### config.mk
export PLATFORM = sky130hd
export DESIGN_NAME = plb_alu
export DESIGN_NICKNAME = d
export VERILOG_FILES = /design/src/rtl/plb_pkg.sv /design/src/rtl/plb_alu.sv
export SDC_FILE = /design/constraint.sdc
export NUM_CORES = 1
export LEC_CHECK = 0
export BUFFER_PORTS_ARGS = -buffer_cell sky130_fd_sc_hd__buf_2
export CORE_MARGIN = 3
export CORE_UTILIZATION = 56
export DETAILED_ROUTE_END_ITERATION = 8
export PLACE_DENSITY = 0.95
export REMOVE_ABC_BUFFERS = 1
export SYNTH_ARGS = -nofsm -noshare
export SYNTH_HDL_FRONTEND = slang
export SYNTH_SLANG_ARGS = --single-unit
### constraint.sdc
create_clock -name vclk -period 9.34
set_input_delay 1.401 -clock vclk [all_inputs]
set_output_delay 1.401 -clock vclk [all_outputs]
set_load 0.03 [all_outputs]
### src/rtl/plb_pkg.sv
// shared types and codes for the price level book update block
package plb_pkg;

  localparam int QTY_W = 32;
  localparam int KEY_W = 41;
  localparam int CMD_W = 3;
  localparam int ST_W  = 3;

  localparam logic [CMD_W-1:0] CMD_ADD    = 3'd0;
  localparam logic [CMD_W-1:0] CMD_MODIFY = 3'd1;
  localparam logic [CMD_W-1:0] CMD_CANCEL = 3'd2;
  localparam logic [CMD_W-1:0] CMD_DELETE = 3'd3;
  localparam logic [CMD_W-1:0] CMD_TRADE  = 3'd4;

  localparam logic [ST_W-1:0] ST_UPDATED  = 3'd0;
  localparam logic [ST_W-1:0] ST_INSERTED = 3'd1;
  localparam logic [ST_W-1:0] ST_REMOVED  = 3'd2;
  localparam logic [ST_W-1:0] ST_IGNORED  = 3'd3;
  localparam logic [ST_W-1:0] ST_FULL     = 3'd4;

  typedef enum logic {
    ALU_ADD_SAT,
    ALU_SUB
  } alu_op_t;

  typedef struct packed {
    logic [QTY_W-1:0] value;
    logic             flag;  // carry on add, borrow on subtract
    logic             zero;
  } alu_res_t;

endpackage

### src/rtl/plb_alu.sv
// shared 32-bit quantity adder/subtractor with saturation and borrow flag
module plb_alu (
  input  plb_pkg::alu_op_t            op,
  input  logic [plb_pkg::QTY_W-1:0]   a,
  input  logic [plb_pkg::QTY_W-1:0]   b,
  output plb_pkg::alu_res_t           res
);
  import plb_pkg::*;

  logic             sub;
  logic [QTY_W:0]   b_ext;
  logic [QTY_W:0]   sum;

  assign sub   = (op == ALU_SUB);
  assign b_ext = sub ? ~{1'b0, b} : {1'b0, b};
  // top bit is the carry for add and the borrow for subtract
  assign sum   = {1'b0, a} + b_ext + {{QTY_W{1'b0}}, sub};

  always_comb begin
    res.flag  = sum[QTY_W];
    res.value = (!sub && sum[QTY_W]) ? {QTY_W{1'b1}} : sum[QTY_W-1:0];
    res.zero  = (res.value == '0);
  end

endmodule

# After elaboration in Yosys (flattened, before gate mapping)
# Cells that the tools add are included.
[word_totals] ff_bits=0 latchBits=0 ramBits=0 rom_bits=0 in_bits=65 output_inout_bits=34 wordCells=8 mem_count=0
[op_classes] addsub=2 multipliers=0 div_mod_pow=0 order_cmp=0 eq_ne=0 shift=0 n_mux=2 bitwise=1 n_reduce_logical=3
[ops] operator="adder 32 x 33 -> 33 bit" n=1
[ops] operator="adder 33 x 1 -> 33 bit" n=1
[ops] operator="two-way mux 33 bit" n=1
[ops] operator="NOT 32 -> 33 bit" n=1
[ops] operator="zero test 32 bit" n=1
[ops] operator="two-way mux 32 bit" n=1
[ops] operator="logical AND 1 bit" n=1
[ops] operator="zero test 1 bit" n=1

# Depth between registers and ports, before layout
# Gate-level depths: netlist (run 1).
[depth] word_depth=7 ltp_mapped=23 ltp_nobuf=20

# Worst setup path after synthesis (run 1)
# Ideal clock, no wire load.
[synth_timing] path_kind="input -> output" startpoint="in op" endpoint="out res[0] (netlist name)" t_arrival_ns=6.073 t_required_ns=7.939 path_slack_ns=1.866 path_stages=22 n_path_buf=3 path_cell_list="buf_2 > buf_1 > xor2_1 > ha_1 > a21o_1 > a211o_1 > o211ai_1 > o211ai_2 > a21oi_1 > nor2b_1 > o21ai_0 > nand2b_1 > ha_1 > buf_2 > nand2b_1 > or3_1 > a2111oi_0 > nand4b_1 > and4b_1 > nand4_1 > nor4_1 > and4b_1"
[synth_rtl] item="start: declaration" line="plb_alu.sv:3" source="input plb_pkg::alu_op_t op,"
[synth_rtl] item="end: declaration" line="plb_alu.sv:6" source="output plb_pkg::alu_res_t res"

==> load_flow_metrics.sql, run 1 <==
INSERT INTO impl_metrics (metric_group, metric, value, unit) VALUES
('power_and_ir_drop', 'share_seq_of_total_power', '0', ''),
('clock_network', 'post_cts_resize_count', '0', ''),
('sta', 'layout_min_cycle_time', '8190', 'ps'),
('global_route', 'number_of_antenna_violations_at_the_first_check_in_global_routing', '0', ''),
('floorplanning', 'core_area', '4140', 'um^2'),
('drt', 'firstDrtPassIters', '5', ''),
('sta', 'grt_setup_unrepaired', 'false', ''),
('sta', 'layout_worst_path_cycle_share', '0.877', ''),
('power_and_ir_drop', 'power.leakage', '1.45', 'nW'),
('worst_setup_path', 'cp.arrival', '6790', 'ps'),
('synth', 'synthesis.yosys.warnings', '0', ''),
('placed_design', 'dpl_cell_area', '2970', 'um^2'),
('worst_setup_path', 'crit_path_max_incr_delay', '700', 'ps'),
('worst_setup_path', 'cp_max_fo', '33', ''),
('synth', 'netlist_instances', '338', ''),
('final_layout', 'layout.sequential_cells', '0', ''),
('power_and_ir_drop', 'clockPowerShare', '0', ''),
('synth', 'netlist-cell-type-count', '66', ''),
('drt', 'detailedRoute.firstIterationViolations', '234', ''),
('sta', 'final-setup-viol-count', '0', ''),
('worst_setup_path', 'cpLargestDelayFamily', 'compound AO/OA/AOI/OAI gates', ''),
('floorplanning', 'floorplan.die.width', '72.6', 'um'),
('hold_path', 'hold_depth', '4', ''),
('hold_path', 'hp-class', 'primary input to output pin', ''),
('drt', 'ant_nets', '0', ''),
('global_route', 'maximum_number_of_pins_on_one_net_before_global_route_repair', '34', ''),
('floorplanning', 'core.rowCount', '23', ''),
('worst_setup_path', 'critical_path_class', 'primary input to output pin', ''),
('worst_setup_path', 'cp.buffers_inverters', '2', ''),
('synth', 'synth.cell_area', '2490', 'um^2'),
('synth', 'synth.avg_cell_area', '7.36', 'um^2'),
('power_and_ir_drop', 'design_power_total', '413', 'uW'),
('floorplanning', 'floorplan.die.height', '72.6', 'um'),
('global_route', 'gr-max-usage-layer', 'met2', ''),
('power_and_ir_drop', 'sw_share', '0.636', ''),
('final_layout', 'fill_cells', '357', ''),
('sta', 'worst_slack', '1150', 'ps'),
('placed_design', 'detailedPlace.worstSlack', '1240', 'ps'),
('final_layout', 'finish.instance_area', '2970', 'um^2'),
('sta', 'slew_headroom', '0.381', ''),
('global_route', 'vias_in_the_first_global_route', '2630', ''),
('sta', 'finalSetupTns', '0', 'ps'),
('placed_design', 'dp.final_hpwl', '6060', 'um'),
('synth', 'yosysTopAreaCellShare', '0.161', ''),
('drt', 'drt_via_density', '6.15', ''),
('drt', 'route.detailed.drc', '0', ''),
('worst_setup_path', 'critical_path.slowest_cell', 'buf_2', ''),
('sta', 'timing.hold.ws', '3290', 'ps'),
('worst_setup_path', 'cp_cell_sequence', 'buf_2, xor2_1, ha_1, a21oi_1, o21ai_0, a211oi_1, o211ai_2, a21oi_1, nor2b_1, o21ai_0, nand2b_1, ha_1, a21o_1, or3_1, a2111oi_0, nand4b_1, and4b_1, nand4_1, nor4_1, and4b_1, buf_2', ''),
('global_route', 'grt.met1_usage', '0.340', ''),
('final_layout', 'register_area', '0', 'um^2'),
('status', 'run_status', 'completed', ''),
('global_route', 'grt.met3_usage', '0.00826', ''),
('floorplanning', 'boundaryPins', '99', ''),
('clock_network', 'post_cts_buffers', '0', ''),
('hold_path', 'hold_path_startpoint', 'a[0]', ''),
('final_layout', 'nClkBuffers', '0', ''),
('final_layout', 'net_total_in_the_final_layout', '525', ''),
('synth', 'seq_area_frac_synth', '0', ''),
('power_and_ir_drop', 'power_density_cells', '139', 'nW/um^2'),
('sta', 'final_max_slew_viol_count', '0', ''),
('global_route', 'gr-usage-met2', '0.456', ''),
('final_layout', 'n_antenna_cell', '0', ''),
('sta', 'timing_worst_slew_pin_value', '929', 'ps'),
('placed_design', 'port_buffers', '99', ''),
('power_and_ir_drop', 'power.share.combinational', '1.000', ''),
('final_layout', 'drive_above_1_share', '0.308', ''),
('power_and_ir_drop', 'switchingPower', '262', 'uW'),
('run', 'drv.max_cap_violation_count', '0', ''),
('global_route', 'overflow_after_grt', '0', ''),
('worst_setup_path', 'worst_setup_sp_type', 'primary input', '');
-- synth_stat cells (all sizes together) (9+ instances only) --
cell type   n
or2        12
ha         32
inv        12
a21oi      25
xnor2       9
o21ai      23
xor2       42
nor2       19
a21o       15
nand2      18
nand2b     14
-- placed cells by master (no fill, tap or decap), drive strengths merged, types with 3 or more instances in the layout --
master  count
a211o       4
a211oi      5
a21o       15
a21oi      25
a31oi       4
and2        3
and4        5
buf       100
ha         32
inv        12
mux2i       4
nand2      18
nand2b     14
nand3       8
nand4       8
nor2       19
nor2b       6
o211ai      6
o21a        5
o21ai      23
o21bai      6
or2        12
or2b        3
or3         4
xnor2       9
xor2       42
-- worst max path at each step --
| stage | depth (start not counted) | start | slack, ps | to |
|---|---|---|---|---|
| after floorplan | 19 | op | 2230 | res[0] |
| after global placement | 21 | op | 1510 | res[0] |
| final | 21 | op | 1150 | res[0] |
| after CTS | 21 | op | 1230 | res[0] |
| after global routing | 21 | op | 790 | res[0] |
| after detailed placement | 21 | op | 1240 | res[0] |
-- metrics by stage --
step           std cells  utilization
4_1_cts              475        0.716
5_1_grt              475        0.716
3_5_place_dp         475        0.716
6_report             475        0.716
2_1_floorplan        325            -
3_3_place_gp         475        0.716
-- cell families after synthesis --
kind of cell,share of synthesized area
xor gates and xnor gates,0.180
and+or+nand+nor,0.259
muxes,0.0211
adders and majority gates,0.169
buffers and inverters,0.0533
AOI/OAI and AO/OA,0.318
-- layout make-up --
type / instances / area, um^2 / area share
well taps: 50 / 62.6 / 0.0211
repair buffers: 100 / 503 / 0.170
multi-input cells: 313 / 2350 / 0.794
inverters: 12 / 45.0 / 0.0152
-- power by group through the flow --
stage	registers, mW	logic (mW)	clock network (mW)
after floorplan	0	0.299	0
after global placement	0	0.398	0
after detailed placement	0	0.405	0
after CTS	0	0.408	0
after global routing	0	0.443	0
final	0	0.413	0
-- metal layers --
layer  wire (um)  part of all wire
met1        3200              0.44
met4          87             0.012
met5           0                 0
met2        3490              0.48
met3         555             0.076
Power figures use the tool's default switching activity.
==> run 2: changes to the inputs <==
--- a/config.mk
+++ b/config.mk
@@ -6,6 +6,7 @@
 export NUM_CORES = 1
 export LEC_CHECK = 0
 export BUFFER_PORTS_ARGS = -buffer_cell sky130_fd_sc_hd__buf_2
+export CORE_ASPECT_RATIO = 0.6
 export CORE_MARGIN = 3
 export CORE_UTILIZATION = 56
 export DETAILED_ROUTE_END_ITERATION = 8
==> run 2 against run 1 <==
Count of clock-buffer cells in the layout unchanged. Sequential cell count unchanged. Fmax up 0.35%. Critical path type unchanged. Critical endpoint unchanged. Largest power group unchanged. Highest routed layer unchanged.
==> load_flow_metrics.sql, run 2 (same netlist as run 1, synthesis figures left out) <==
INSERT INTO impl_metrics (metric_group, metric, value, unit) VALUES
('placed_design', 'port_buffers', '99', ''),
('global_route', 'grt.met3_usage', '0.0220', ''),
('final_layout', 'net_total_in_the_final_layout', '525', ''),
('worst_setup_path', 'worst_setup_sp_type', 'primary input', ''),
('clock_network', 'post_cts_buffers', '0', ''),
('worst_setup_path', 'critical_path_required', '7940', 'ps'),
('global_route', 'global_route.usage.total', '0.282', ''),
('floorplanning', 'floorplan.die.height', '57.6', 'um'),
('run', 'drv.max_cap_violation_count', '0', ''),
('global_route', 'overflow_after_grt', '0', ''),
('hold_path', 'hp-class', 'primary input to output pin', ''),
('sta', 'worst_slack', '1180', 'ps'),
('drt', 'ant_nets', '0', ''),
('floorplanning', 'core_area', '4190', 'um^2'),
('hold_path', 'hold_depth', '4', ''),
('final_layout', 'share_of_the_core_filled_with_cells_in_the_final_layout', '0.711', ''),
('drt', 'firstDrtPassIters', '5', ''),
('power_and_ir_drop', 'power.leakage', '1.45', 'nW'),
('floorplanning', 'core.rowCount', '18', ''),
('clock_network', 'post_cts_resize_count', '0', ''),
('global_route', 'number_of_antenna_violations_at_the_first_check_in_global_routing', '0', ''),
('global_route', 'grt_pass1_wl', '12700', 'um'),
('drt', 'wirelength', '7690', 'um'),
('sta', 'maxClockFrequency', '0.123', 'GHz'),
('drt', 'route.detailed.drc', '0', ''),
('sta', 'layout_worst_path_cycle_share', '0.874', ''),
('global_route', 'gr-max-usage-layer', 'met1', ''),
('sta', 'final-setup-viol-count', '0', ''),
('sta', 'timing_worst_slew_pin_value', '986', 'ps'),
('placed_design', 'detailedPlace.worstSlack', '1250', 'ps'),
('final_layout', 'fill_cells', '373', ''),
('final_layout', 'final_common_cell', 'buf_2', ''),
('floorplanning', 'floorplan.die.width', '92.0', 'um'),
('placed_design', 'routabilityCongestion', '0.938', ''),
('worst_setup_path', 'cp.arrival', '6760', 'ps'),
('drt', 'drt_via_density', '6.09', ''),
('worst_setup_path', 'cp_max_fo', '33', ''),
('final_layout', 'finish.instance_area', '2980', 'um^2'),
('final_layout', 'layout_common_cells', 'buf_2, xor2_1, ha_1', ''),
('clock_network', 'cts-hold-fix-buffers', '0', ''),
('sta', 'grt_setup_unrepaired', 'false', ''),
('final_layout', 'register_area', '0', 'um^2'),
('power_and_ir_drop', 'power_density_cells', '141', 'nW/um^2'),
('power_and_ir_drop', 'max_vdd_drop', '60.1', 'uV'),
('global_route', 'gr-usage-met2', '0.436', ''),
('worst_setup_path', 'startpoint_of_the_most_critical_setup_path', 'op', ''),
('floorplanning', 'die_area', '5300', 'um^2'),
('drt', 'route.vias.total', '2956', ''),
('sta', 'slew_headroom', '0.343', ''),
('final_layout', 'n_antenna_cell', '0', ''),
('final_layout', 'layout.sequential_cells', '0', ''),
('global_route', 'maximum_number_of_pins_on_one_net_before_global_route_repair', '34', ''),
('placed_design', 'dpl_cell_area', '2980', 'um^2'),
('final_layout', 'nClkBuffers', '0', ''),
('placed_design', 'dp.final_hpwl', '6410', 'um'),
('sta', 'timing.final.hold_violations', '0', ''),
('worst_setup_path', 'critical_path_class', 'primary input to output pin', ''),
('global_route', 'grt.met1_usage', '0.442', ''),
('worst_setup_path', 'critical_path.endpoint_type', 'output pin', ''),
('power_and_ir_drop', 'design_power_total', '420', 'uW'),
('drt', 'detailedRoute.firstIterationViolations', '259', ''),
('hold_path', 'hold_path_startpoint', 'a[0]', ''),
('status', 'run_status', 'completed', ''),
('drt', 'wire_per_inst', '15.8', 'um'),
('sta', 'final_max_slew_viol_count', '0', ''),
('final_layout', 'area_growth', '19.7', '%'),
('sta', 'layout_min_cycle_time', '8160', 'ps'),
('final_layout', 'drive_above_1_share', '0.308', ''),
('sta', 'finalSetupTns', '0', 'ps'),
('floorplanning', 'boundaryPins', '99', ''),
('global_route', 'vias_in_the_first_global_route', '2722', ''),
('floorplanning', 'initial_standard_cell_utilization_of_the_core', '0.594', '');
[run 2: critical path, stage by stage]
cell       delay (ps)
buf_2             730
xor2_1            150
ha_1              420
a21oi_1           200
o21ai_0           190
a221oi_1          420
o211ai_2          200
a21oi_1           240
nor2b_1            70
o21ai_0           150
nand2b_1           80
ha_1              400
a21o_1            270
or3_1             360
a2111oi_0         280
nand4b_1          140
and4b_1           260
nand4_1            90
nor4_1            270
and4b_1           230
buf_2             190
[run 2: layout make-up]
type	count	area, um^2	area share
Tap cell	60	75.1	0.0252
Timing Repair Buffer	100	503	0.169
Multi-Input combinational cell	313	2350	0.791
Inverter	12	45.0	0.0151
[run 2: path summary, 6_finish.rpt]
kind	to	slack [ps]
setup / recovery	res[0]	1180
hold / removal	res[2]	3300
[run 2: where the power goes]
part / leakage [nW] / switching, mW / internal (mW)
Clock: 0 / 0 / 0
Sequential: 0 / 0 / 0
Combinational: 1.45 / 0.270 / 0.150
Total: 1.45 / 0.270 / 0.150
[run 2: routing by layer]
layer | vias to the layer above | part of all wire
met2 | 155 | 0.41
met3 | 10 | 0.088
li1 | 1430 | -
met1 | 1361 | 0.50
met4 | 0 | 0.0066
met5 | - | 0
[run 2: stage by stage]
stage	hold WS (ps)	std cells
after floorplan	3070	325
after global placement	3280	485
after detailed placement	3300	485
after CTS	3300	485
after global routing	3340	485
final	3300	485
